## src/rtl/pcc_pkg.sv

```systemverilog
// Package for the paper computer processor: request modes, opcodes, decode
// types, state encoding and the memory access struct. No dependencies.
`default_nettype none

package pcc_pkg;

  localparam int unsigned AddrW = 8;
  localparam int unsigned DataW = 8;
  localparam int unsigned MemDepth = 1 << AddrW;

  localparam logic [DataW-1:0] PcReset = 8'd32;

  // Request modes.
  localparam logic [1:0] MODE_WRITE = 2'd0;
  localparam logic [1:0] MODE_SETPC = 2'd1;
  localparam logic [1:0] MODE_EXEC  = 2'd2;
  localparam logic [1:0] MODE_READ  = 2'd3;

  // Opcodes.
  localparam logic [7:0] OP_LOAD_IMM  = 8'd0;
  localparam logic [7:0] OP_JUMP      = 8'd16;
  localparam logic [7:0] OP_BRN       = 8'd17;
  localparam logic [7:0] OP_BRZ       = 8'd18;
  localparam logic [7:0] OP_ADD_IMM   = 8'd32;
  localparam logic [7:0] OP_SUB_IMM   = 8'd33;
  localparam logic [7:0] OP_NAND_IMM  = 8'd34;
  localparam logic [7:0] OP_LOAD_DIR  = 8'd64;
  localparam logic [7:0] OP_OUT_DIR   = 8'd65;
  localparam logic [7:0] OP_STORE_DIR = 8'd72;
  localparam logic [7:0] OP_IN_DIR    = 8'd73;
  localparam logic [7:0] OP_ADD_DIR   = 8'd96;
  localparam logic [7:0] OP_SUB_DIR   = 8'd97;
  localparam logic [7:0] OP_NAND_DIR  = 8'd98;
  localparam logic [7:0] OP_LOAD_IND  = 8'd192;
  localparam logic [7:0] OP_OUT_IND   = 8'd193;
  localparam logic [7:0] OP_STORE_IND = 8'd200;
  localparam logic [7:0] OP_IN_IND    = 8'd201;
  localparam logic [7:0] OP_ADD_IND   = 8'd224;
  localparam logic [7:0] OP_SUB_IND   = 8'd225;
  localparam logic [7:0] OP_NAND_IND  = 8'd226;

  typedef enum logic [3:0] {
    K_LOAD, K_ADD, K_SUB, K_NAND, K_OUT, K_STORE, K_IN,
    K_JUMP, K_BRN, K_BRZ, K_BAD
  } kind_e;

  typedef enum logic [1:0] {
    AM_IMM, AM_DIR, AM_IND
  } amode_e;

  typedef struct packed {
    kind_e  kind;
    amode_e amode;
  } dec_t;

  typedef enum logic [2:0] {
    ST_CLEAR, ST_IDLE, ST_ARG, ST_PTR, ST_OPND, ST_IND, ST_RD, ST_DONE
  } state_e;

  // One access to the single-port memory.
  typedef struct packed {
    logic             we;
    logic [AddrW-1:0] addr;
    logic [DataW-1:0] wdata;
  } mem_req_t;

  // Splits an opcode byte into its operation and its operand addressing.
  function automatic dec_t pcc_decode(input logic [7:0] op);
    dec_t d;
    d = '{kind: K_BAD, amode: AM_IMM};
    case (op)
      OP_LOAD_IMM:  d = '{kind: K_LOAD,  amode: AM_IMM};
      OP_JUMP:      d = '{kind: K_JUMP,  amode: AM_IMM};
      OP_BRN:       d = '{kind: K_BRN,   amode: AM_IMM};
      OP_BRZ:       d = '{kind: K_BRZ,   amode: AM_IMM};
      OP_ADD_IMM:   d = '{kind: K_ADD,   amode: AM_IMM};
      OP_SUB_IMM:   d = '{kind: K_SUB,   amode: AM_IMM};
      OP_NAND_IMM:  d = '{kind: K_NAND,  amode: AM_IMM};
      OP_LOAD_DIR:  d = '{kind: K_LOAD,  amode: AM_DIR};
      OP_OUT_DIR:   d = '{kind: K_OUT,   amode: AM_DIR};
      OP_STORE_DIR: d = '{kind: K_STORE, amode: AM_DIR};
      OP_IN_DIR:    d = '{kind: K_IN,    amode: AM_DIR};
      OP_ADD_DIR:   d = '{kind: K_ADD,   amode: AM_DIR};
      OP_SUB_DIR:   d = '{kind: K_SUB,   amode: AM_DIR};
      OP_NAND_DIR:  d = '{kind: K_NAND,  amode: AM_DIR};
      OP_LOAD_IND:  d = '{kind: K_LOAD,  amode: AM_IND};
      OP_OUT_IND:   d = '{kind: K_OUT,   amode: AM_IND};
      OP_STORE_IND: d = '{kind: K_STORE, amode: AM_IND};
      OP_IN_IND:    d = '{kind: K_IN,    amode: AM_IND};
      OP_ADD_IND:   d = '{kind: K_ADD,   amode: AM_IND};
      OP_SUB_IND:   d = '{kind: K_SUB,   amode: AM_IND};
      OP_NAND_IND:  d = '{kind: K_NAND,  amode: AM_IND};
      default:      d = '{kind: K_BAD,   amode: AM_IMM};
    endcase
    return d;
  endfunction

endpackage

`default_nettype wire

```

## src/rtl/pcc_if.sv

```systemverilog
// Request and response channel interfaces of the paper computer processor.
// Each carries valid, ready and its payload; no package dependency.
`default_nettype none

interface pcc_req_if;
  logic              valid;
  logic              ready;
  logic [1:0]        mode;
  logic [7:0]        addr;
  logic [7:0]        data;
  logic signed [7:0] in_value;

  modport source (output valid, mode, addr, data, in_value, input ready);
  modport sink   (input valid, mode, addr, data, in_value, output ready);
endinterface

interface pcc_rsp_if;
  logic              valid;
  logic              ready;
  logic signed [7:0] acc;
  logic [7:0]        pc;
  logic              out_valid;
  logic signed [7:0] out_value;
  logic              input_taken;
  logic [7:0]        read_data;
  logic              fault;

  modport source (output valid, acc, pc, out_valid, out_value, input_taken, read_data,
                  fault, input ready);
  modport sink   (input valid, acc, pc, out_valid, out_value, input_taken, read_data,
                  fault, output ready);
endinterface

`default_nettype wire

```

## src/rtl/pcc_mem.sv

```systemverilog
// Single-port 256-byte synchronous memory with a registered read port.
// Depends on pcc_pkg for the access struct and sizes.
`default_nettype none

module pcc_mem (
  input  logic                          clk_i,
  input  pcc_pkg::mem_req_t             mem_i,
  output logic [pcc_pkg::DataW-1:0]     rdata_o
);
  import pcc_pkg::*;

  logic [DataW-1:0] mem_q [MemDepth];
  logic [DataW-1:0] rdata_q;

  // Read-first access: the old contents appear on the read port in the next cycle.
  always_ff @(posedge clk_i) begin
    if (mem_i.we) begin
      mem_q[mem_i.addr] <= mem_i.wdata;
    end
    rdata_q <= mem_q[mem_i.addr];
  end

  assign rdata_o = rdata_q;

endmodule

`default_nettype wire

```

## src/rtl/pcc_seq.sv

```systemverilog
// Sequencer and datapath of the paper computer processor: handshakes,
// accumulator, program counter, halt flag and memory access order.
// Depends on pcc_pkg and the channel interfaces in pcc_if.
`default_nettype none

module pcc_seq (
  input  logic                      clk_i,
  input  logic                      rst_ni,
  pcc_req_if.sink                   req_i,
  pcc_rsp_if.source                 rsp_o,
  output pcc_pkg::mem_req_t         mem_o,
  input  logic [pcc_pkg::DataW-1:0] mem_rdata_i,
  output pcc_pkg::state_e           state_o
);
  import pcc_pkg::*;

  state_e           state_q, state_d;
  logic [AddrW-1:0] clr_q, clr_d;
  logic [DataW-1:0] acc_q, acc_d;
  logic [AddrW-1:0] pc_q, pc_d;
  logic             halted_q, halted_d;
  dec_t             dec_q, dec_d;
  logic [DataW-1:0] arg_q, arg_d;
  logic [DataW-1:0] inval_q, inval_d;
  logic             out_valid_q, out_valid_d;
  logic [DataW-1:0] out_value_q, out_value_d;
  logic             input_taken_q, input_taken_d;
  logic [DataW-1:0] read_data_q, read_data_d;
  logic             accept;

  assign accept = req_i.valid && req_i.ready;

  // Next state.
  always_comb begin
    state_d = state_q;
    case (state_q)
      ST_CLEAR: begin
        if (clr_q == AddrW'(MemDepth - 1)) state_d = ST_IDLE;
      end
      ST_IDLE: begin
        if (accept) begin
          case (req_i.mode)
            MODE_READ: state_d = ST_RD;
            MODE_EXEC: state_d = halted_q ? ST_DONE : ST_ARG;
            default:   state_d = ST_DONE;
          endcase
        end
      end
      ST_ARG:  state_d = ST_PTR;
      ST_PTR:  state_d = ST_OPND;
      ST_OPND: state_d = (dec_q.amode == AM_IND) ? ST_IND : ST_DONE;
      ST_IND:  state_d = ST_DONE;
      ST_RD:   state_d = ST_DONE;
      ST_DONE: begin
        if (rsp_o.ready) state_d = ST_IDLE;
      end
      default: state_d = ST_IDLE;
    endcase
  end

  // Memory accesses and datapath updates.
  always_comb begin
    logic             exec_en;
    logic [DataW-1:0] opnd;
    logic             is_store;
    logic [DataW-1:0] st_data;

    exec_en       = 1'b0;
    opnd          = mem_rdata_i;
    is_store      = (dec_q.kind == K_STORE) || (dec_q.kind == K_IN);
    st_data       = (dec_q.kind == K_IN) ? inval_q : acc_q;
    mem_o         = '{we: 1'b0, addr: pc_q, wdata: '0};
    clr_d         = clr_q;
    acc_d         = acc_q;
    pc_d          = pc_q;
    halted_d      = halted_q;
    dec_d         = dec_q;
    arg_d         = arg_q;
    inval_d       = inval_q;
    out_valid_d   = out_valid_q;
    out_value_d   = out_value_q;
    input_taken_d = input_taken_q;
    read_data_d   = read_data_q;

    case (state_q)
      // Clearing pass: one byte per cycle after reset.
      ST_CLEAR: begin
        mem_o = '{we: 1'b1, addr: clr_q, wdata: '0};
        clr_d = clr_q + AddrW'(1);
      end
      // Writes happen at acceptance; reads and opcode fetch are issued here.
      ST_IDLE: begin
        mem_o.addr  = (req_i.mode == MODE_EXEC) ? pc_q : req_i.addr;
        mem_o.we    = accept && (req_i.mode == MODE_WRITE);
        mem_o.wdata = req_i.data;
        if (accept) begin
          out_valid_d   = 1'b0;
          out_value_d   = '0;
          input_taken_d = 1'b0;
          read_data_d   = '0;
          inval_d       = req_i.in_value;
          if (req_i.mode == MODE_SETPC) begin
            pc_d     = req_i.addr;
            halted_d = 1'b0;
          end
        end
      end
      // Opcode arrives; fetch the argument and advance the PC.
      ST_ARG: begin
        dec_d      = pcc_decode(mem_rdata_i);
        mem_o.addr = pc_q + AddrW'(1);
        pc_d       = pc_q + AddrW'(2);
      end
      // Argument arrives; read the byte it points at.
      ST_PTR: begin
        arg_d      = mem_rdata_i;
        mem_o.addr = mem_rdata_i;
      end
      // memory[arg] arrives: either the operand or the indirect pointer.
      ST_OPND: begin
        if (dec_q.amode == AM_IND) begin
          mem_o = '{we: is_store, addr: mem_rdata_i, wdata: st_data};
        end else begin
          exec_en = 1'b1;
          opnd    = (dec_q.amode == AM_IMM) ? arg_q : mem_rdata_i;
          mem_o   = '{we: is_store, addr: arg_q, wdata: st_data};
        end
      end
      // Indirect operand arrives.
      ST_IND: begin
        exec_en = 1'b1;
      end
      ST_RD: begin
        read_data_d = mem_rdata_i;
      end
      default: begin
      end
    endcase

    // Instruction effect on the registers.
    if (exec_en) begin
      case (dec_q.kind)
        K_LOAD:  acc_d = opnd;
        K_ADD:   acc_d = acc_q + opnd;
        K_SUB:   acc_d = acc_q - opnd;
        K_NAND:  acc_d = ~(acc_q & opnd);
        K_OUT: begin
          out_valid_d = 1'b1;
          out_value_d = opnd;
        end
        K_IN:    input_taken_d = 1'b1;
        K_STORE: begin
        end
        K_JUMP:  pc_d = arg_q;
        K_BRN:   if (acc_q[DataW-1]) pc_d = arg_q;
        K_BRZ:   if (acc_q == '0) pc_d = arg_q;
        default: halted_d = 1'b1;
      endcase
    end
  end

  // Control state.
  always_ff @(posedge clk_i or negedge rst_ni) begin
    if (!rst_ni) begin
      state_q  <= ST_CLEAR;
      clr_q    <= '0;
      acc_q    <= '0;
      pc_q     <= PcReset;
      halted_q <= 1'b0;
    end else begin
      state_q  <= state_d;
      clr_q    <= clr_d;
      acc_q    <= acc_d;
      pc_q     <= pc_d;
      halted_q <= halted_d;
    end
  end

  // Per-request payload registers.
  always_ff @(posedge clk_i) begin
    dec_q         <= dec_d;
    arg_q         <= arg_d;
    inval_q       <= inval_d;
    out_valid_q   <= out_valid_d;
    out_value_q   <= out_value_d;
    input_taken_q <= input_taken_d;
    read_data_q   <= read_data_d;
  end

  // Channel outputs.
  assign req_i.ready       = (state_q == ST_IDLE);
  assign rsp_o.valid       = (state_q == ST_DONE);
  assign rsp_o.acc         = acc_q;
  assign rsp_o.pc          = pc_q;
  assign rsp_o.out_valid   = out_valid_q;
  assign rsp_o.out_value   = out_value_q;
  assign rsp_o.input_taken = input_taken_q;
  assign rsp_o.read_data   = read_data_q;
  assign rsp_o.fault       = halted_q;
  assign state_o           = state_q;

endmodule

`default_nettype wire

```

## src/rtl/paper_computer_cpu.sv

```systemverilog
// Top level of the 8-bit paper computer accumulator processor.
// Depends on pcc_pkg, pcc_if, pcc_mem and pcc_seq.
//
//   Channel   Direction  Handshake        Payload
//   req_i     in         valid / ready    mode, addr, data, in_value
//   rsp_o     out        valid / ready    acc, pc, out_valid, out_value, input_taken,
//                                         read_data, fault
//
// One request at a time; the single memory port sets the latency. From
// acceptance to a valid response: write, set pc and execute while halted go
// straight to ST_DONE, read passes ST_RD, execute passes ST_ARG, ST_PTR and
// ST_OPND, and ST_IND too if indirect; ST_IDLE follows each response.
// After reset the whole memory is cleared before ready rises.
// A stalled response holds all state and blocks the next request.
`default_nettype none

module paper_computer_cpu (
  input  logic      clk_i,
  input  logic      rst_ni,
  pcc_req_if.sink   req_i,
  pcc_rsp_if.source rsp_o
);
  import pcc_pkg::*;

  mem_req_t         mem_req;
  logic [DataW-1:0] mem_rdata;
  state_e           state;

  pcc_seq u_seq (
    .clk_i       (clk_i),
    .rst_ni      (rst_ni),
    .req_i       (req_i),
    .rsp_o       (rsp_o),
    .mem_o       (mem_req),
    .mem_rdata_i (mem_rdata),
    .state_o     (state)
  );

  pcc_mem u_mem (
    .clk_i   (clk_i),
    .mem_i   (mem_req),
    .rdata_o (mem_rdata)
  );

  // Only one request is in flight.
  a_one_in_flight: assert property (@(posedge clk_i) disable iff (!rst_ni)
    rsp_o.valid |-> !req_i.ready)
    else $error("request taken while a response is pending");

  // Set pc answers next cycle with the new pc and the halt cleared.
  a_setpc: assert property (@(posedge clk_i) disable iff (!rst_ni)
    (req_i.valid && req_i.ready && req_i.mode == MODE_SETPC) |=>
      (rsp_o.valid && !rsp_o.fault && rsp_o.pc == $past(req_i.addr)))
    else $error("set pc response wrong");

  // An instruction either emits or consumes a value, never both.
  a_out_in_excl: assert property (@(posedge clk_i) disable iff (!rst_ni)
    rsp_o.valid |-> !(rsp_o.out_valid && rsp_o.input_taken))
    else $error("out and in flagged together");

  // The memory is only written while clearing, on a write request or by a store or input instruction.
  a_mem_we: assert property (@(posedge clk_i) disable iff (!rst_ni)
    mem_req.we |-> (state == ST_CLEAR || state == ST_OPND || state == ST_IND ||
                    (state == ST_IDLE && req_i.valid && req_i.mode == MODE_WRITE)))
    else $error("unexpected memory write");

endmodule

`default_nettype wire

```

## src/flat_wrapper.sv

```systemverilog
// flat-port wrapper written by rule: the top's interface ports become plain ports
module paper_computer_cpu_flat import pcc_pkg::*;
  (clk_i, rst_ni, req_i_valid, req_i_mode, req_i_addr, req_i_data, req_i_in_value, req_i_ready, rsp_o_valid, rsp_o_acc, rsp_o_pc, rsp_o_out_valid, rsp_o_out_value, rsp_o_input_taken, rsp_o_read_data, rsp_o_fault, rsp_o_ready);
  pcc_req_if req_i_i ();
  pcc_rsp_if rsp_o_i ();
  input  logic clk_i;
  input  logic rst_ni;
  input wire logic [$bits(req_i_i.valid)-1:0] req_i_valid;
  input wire logic [$bits(req_i_i.mode)-1:0] req_i_mode;
  input wire logic [$bits(req_i_i.addr)-1:0] req_i_addr;
  input wire logic [$bits(req_i_i.data)-1:0] req_i_data;
  input wire logic [$bits(req_i_i.in_value)-1:0] req_i_in_value;
  output wire logic [$bits(req_i_i.ready)-1:0] req_i_ready;
  output wire logic [$bits(rsp_o_i.valid)-1:0] rsp_o_valid;
  output wire logic [$bits(rsp_o_i.acc)-1:0] rsp_o_acc;
  output wire logic [$bits(rsp_o_i.pc)-1:0] rsp_o_pc;
  output wire logic [$bits(rsp_o_i.out_valid)-1:0] rsp_o_out_valid;
  output wire logic [$bits(rsp_o_i.out_value)-1:0] rsp_o_out_value;
  output wire logic [$bits(rsp_o_i.input_taken)-1:0] rsp_o_input_taken;
  output wire logic [$bits(rsp_o_i.read_data)-1:0] rsp_o_read_data;
  output wire logic [$bits(rsp_o_i.fault)-1:0] rsp_o_fault;
  input wire logic [$bits(rsp_o_i.ready)-1:0] rsp_o_ready;
  assign req_i_i.valid = req_i_valid;
  assign req_i_i.mode = req_i_mode;
  assign req_i_i.addr = req_i_addr;
  assign req_i_i.data = req_i_data;
  assign req_i_i.in_value = req_i_in_value;
  assign req_i_ready = req_i_i.ready;
  assign rsp_o_valid = rsp_o_i.valid;
  assign rsp_o_acc = rsp_o_i.acc;
  assign rsp_o_pc = rsp_o_i.pc;
  assign rsp_o_out_valid = rsp_o_i.out_valid;
  assign rsp_o_out_value = rsp_o_i.out_value;
  assign rsp_o_input_taken = rsp_o_i.input_taken;
  assign rsp_o_read_data = rsp_o_i.read_data;
  assign rsp_o_fault = rsp_o_i.fault;
  assign rsp_o_i.ready = rsp_o_ready;
  paper_computer_cpu u_core (.clk_i(clk_i), .rst_ni(rst_ni), .req_i(req_i_i), .rsp_o(rsp_o_i));
endmodule
```

## config.mk

```make
export PLATFORM = sky130hd
export DESIGN_NAME = paper_computer_cpu_flat
export DESIGN_NICKNAME = d
export VERILOG_FILES = /design/src/rtl/pcc_pkg.sv /design/src/rtl/pcc_if.sv /design/src/rtl/pcc_mem.sv /design/src/rtl/pcc_seq.sv /design/src/rtl/paper_computer_cpu.sv /design/src/flat_wrapper.sv
export SDC_FILE = /design/constraint.sdc
export NUM_CORES = 2
export LEC_CHECK = 0
export BUFFER_PORTS_ARGS = -buffer_cell sky130_fd_sc_hd__buf_4
export CAP_MARGIN = 40
export CORE_AREA = 2 2 318 445
export DETAILED_ROUTE_END_ITERATION = 7
export DIE_AREA = 0 0 320 447
export GPL_ROUTABILITY_DRIVEN = 0
export GPL_TIMING_DRIVEN = 0
export PLACE_DENSITY = 0.76
export SLEW_MARGIN = 30
export SYNTH_ARGS = -nofsm -noshare
export SYNTH_HDL_FRONTEND = slang
export SYNTH_HIERARCHICAL = 1
export SYNTH_SLANG_ARGS = --single-unit
```

## constraint.sdc

```tcl
create_clock -name clk_i -period 15.2 [get_ports clk_i]
set_clock_uncertainty 0.15 [all_clocks]
set_input_delay 3.04 -clock clk_i [delete_from_list [all_inputs] [get_ports clk_i]]
set_output_delay 3.04 -clock clk_i [all_outputs]
set_load 0.005 [all_outputs]
```

==> metrics.txt <==
status=complete, but fails checks; failing checks=DRC; first-pass GRT wire length=332.0 mm; Final Instance Count excl. Fillers=6423; TritonCTS Buffers=184; Max-slew headroom=28.53%; most numerous cell in the Yosys netlist=edfxtp_1; GR Util All Layers=33.31%; port bufs=66; CTS Root Buffer Type=clkbuf_16; Max Root-Sink Buffers=3; largest area contributor in the netlist=edfxtp_1; Reg clk slew, reported paths=0.07 ns; CP Capture Type=register; Final Hold Fails=0; gr ovfl total=0; # rows=162; initial antenna violation count=8; clk sinks=2124; Worst Tran Pin Value=1.072 ns; critical path data arrival time=8.67 ns; Hold-fix buffers, CTS=0; Reg power frac=33.2%; min cycle time layout=8.387 ns; vias=45773; EDFF count, synth=2078; RSZ-0062 raised after global routing=false; library cells used by synthesis=64; critical path fanouts, max=10; fin nets=4509; Max Freq=119.2 MHz; CP Class=in -> reg; FFs w/ async S/R, synth=1.318%; Starting Density=59.63%; worst-skew pair later-pin latency=0.83 ns; final hold slack=0.2814 ns; sw frac=38.32%; pre-CTS setup slack=6.384 ns; clock share of power=22.8%; Seq cells post-synth=2124; Comb power frac=44.0%; Final Util=68.58%; H-tree depth=4; Cells after Synth=4046; top cells by area, synth=edfxtp_1 75%, mux4_2 14%, a22oi_1 2.4%; nets in the synthesized netlist=4089; sequential fraction of the synthesis area=76.54%; Leakage=30.21 nW; layout cells sized above 1=25.32%; Synth Warn #=6; post-synthesis mux area share=14.27%; CP Launch Type=primary input; Final setup viols=0; Synth Area in Compound Gates=4.464%; NetSw=8.027 mW; vias in the first global route=45548; Pins Over Slew Limit=0; Post-synth top flop=edfxtp_1; TNS Setup=0 ns; max_cap viols=0; placed insts=6045; largest net degree at the start of global routing=33; worst endpoint required time=15.49 ns; die area=143000 um^2; Area Overhead vs Synth=15.00%; core area=139000 um^2; WL/cell=36.80 um; 1st-iter DRT viols=7046; Ports=67; DIE HEIGHT=447 um; main combinational cell family by area after synthesis=multiplexers; 1st-pass router iterations=8; Synth Area in XOR/XNOR=0.2324%; Final ANT Viol Nets=0; DP HPWL=158.6 mm; postcts setup bufs=0; adder-cell area share of the yosys netlist=0.2052%; worst setup margin=6.813 ns; most frequent cells after synthesis=2078 x edfxtp_1, 512 x mux4_2, 284 x nor2_1, 266 x a22oi_1, 169 x clkbuf_1; Synth top area share=75.26%; Final Cycle Share=55.18%; Max rail drop VDD=0.0001535 V; Post-CTS Resized=0; Simple-Gate Fraction of Synth Area=2.762%; DRC Markers=3; final wirelength=236.4 mm; internal power=12.92 mW; Die Wd=320 um; vias per cell=7.126; CTS tree=yes; Mapped Area=82910 um^2; Worst Hold Class=reg -> reg; pwr dens=219.7 nW/um^2; syn_area_per_cell=20.49 um^2
## worst paths after layout
check | from | end | cells after the start | slack (ns)
min in group asynchronous | rst_ni | u_core/u_seq/rsp_o.acc[5]$_DFFE_PN0P_ | 1 | 1.99
worst max register to register | u_core/u_seq/state_o[0]$_DFFE_PN0P_ | u_core/u_mem/mem_q[60][2]$_DFFE_PP_ | 15 | 8.15
worst max-delay path | req_i_mode[0] | u_core/u_mem/mem_q[60][2]$_DFFE_PP_ | 14 | 6.81
worst min register to register | u_core/u_mem/rdata_o[5]$_DFF_P_ | u_core/u_seq/arg_q[5]$_DFFE_PP_ | 0 | 0.28
max in group asynchronous | rst_ni | u_core/u_seq/rsp_o.pc[5]$_DFF_PN1_ | 1 | 12.58
worst min-delay path | u_core/u_mem/rdata_o[5]$_DFF_P_ | u_core/u_seq/arg_q[5]$_DFFE_PP_ | 0 | 0.28
## state kept, by name (all words and copies together) (netlist names)
register / count
u_core/u_mem/mem_q: 2048
u_core/u_mem/rdata_o: 8
u_core/u_seq/arg_q: 8
u_core/u_seq/clr_q: 8
u_core/u_seq/inval_q: 8
u_core/u_seq/rsp_o.acc: 8
u_core/u_seq/rsp_o.out_value: 8
u_core/u_seq/rsp_o.pc: 8
u_core/u_seq/rsp_o.read_data: 8
u_core/u_seq/dec_q: 6
u_core/u_seq/state_o: 3
u_core/u_seq/rsp_o.fault: 1
u_core/u_seq/rsp_o.input_taken: 1
u_core/u_seq/rsp_o.out_valid: 1
## metrics by stage
stage / power (mW) / area [um^2]
after floorplan: 12.40 / 82910
after global placement: 15.83 / 85670
after detailed placement: 15.77 / 88950
after CTS: 20.61 / 95040
after global routing: 21.24 / 95340
final: 20.95 / 95350
## power by group through the flow
stage                     logic, mW  clock network [mW]  registers (mW)
after floorplan                5.03                   0            7.37
after global placement         8.07                   0            7.75
after detailed placement       8.69                   0            7.08
after CTS                      8.85                4.81            6.95
after global routing           9.29                5.00            6.96
final                          9.21                4.78            6.95
## cells in the final DEF (no fill, tap or decap), types with 13 or more instances in the layout
master and n:
edfxtp_1 2078, mux4_2 512, nor2_1 281, a22oi_1 266
clkbuf_16 188, clkbuf_1 181, a21oi_1 155, buf_4 104
buf_16 94, nand2_1 80, buf_2 42, o21ai_0 35
clkinv_1 34, nor3_2 31, clkinv_2 30, nand3_1 29
o41ai_1 28, buf_6 27, clkbuf_2 27, dfrtp_1 27
bufinv_16 25, clkbuf_4 22, mux2i_1 22, buf_1 18
dfxtp_1 18, and2_1 15, nand2b_1 14, inv_1 14
buf_8 13
## worst max-delay path, cell delays in order
cell and delay (ns):
buf_4 0.13, nand2b_1 0.24, nor2_1 0.22, a221oi_1 0.14, o21ai_0 0.32, clkbuf_1 0.68
and2_1 0.21, buf_2 0.34, clkbuf_2 0.55, clkbuf_1 0.62, nand3_1 0.58, clkbuf_2 0.55
buf_16 0.31, nor2_1 0.67
## metal layers
| layer | global-route usage [%] | up-vias | share of wire, % |
|---|---|---|---|
| li1 | - | 17756 | - |
| met1 | 38.73 | 23376 | 31 |
| met2 | 53.01 | 3677 | 48 |
| met3 | 8.249 | 956 | 12 |
| met4 | 27.10 | 8 | 9.6 |
| met5 | 0 | - | 0.017 |
## cells by family (layout without fill, tap and decap cells)
kind of cell    count (synthesis)  count (layout)
flops                        2124            2124
simple gates                  521             521
xor+xnor                       22              22
mux                           540             540
buf+inv                       274             841
other cells                     0               6
fa+ha+maj                      13              13
compound gates                552             552
## cell type report
class / instances / area (um^2)
buffer: 259 / 1241
clock buffer: 224 / 4840
clock inverter: 109 / 1247
multi-input combinational: 1648 / 18480
sequential: 2124 / 63460
timing repair buffer: 234 / 3760
fill: 8067 / 43690
tap: 1804 / 2257
inverter: 15 / 56.30
antenna: 6 / 15.01
(Power assumes the default switching activity.)
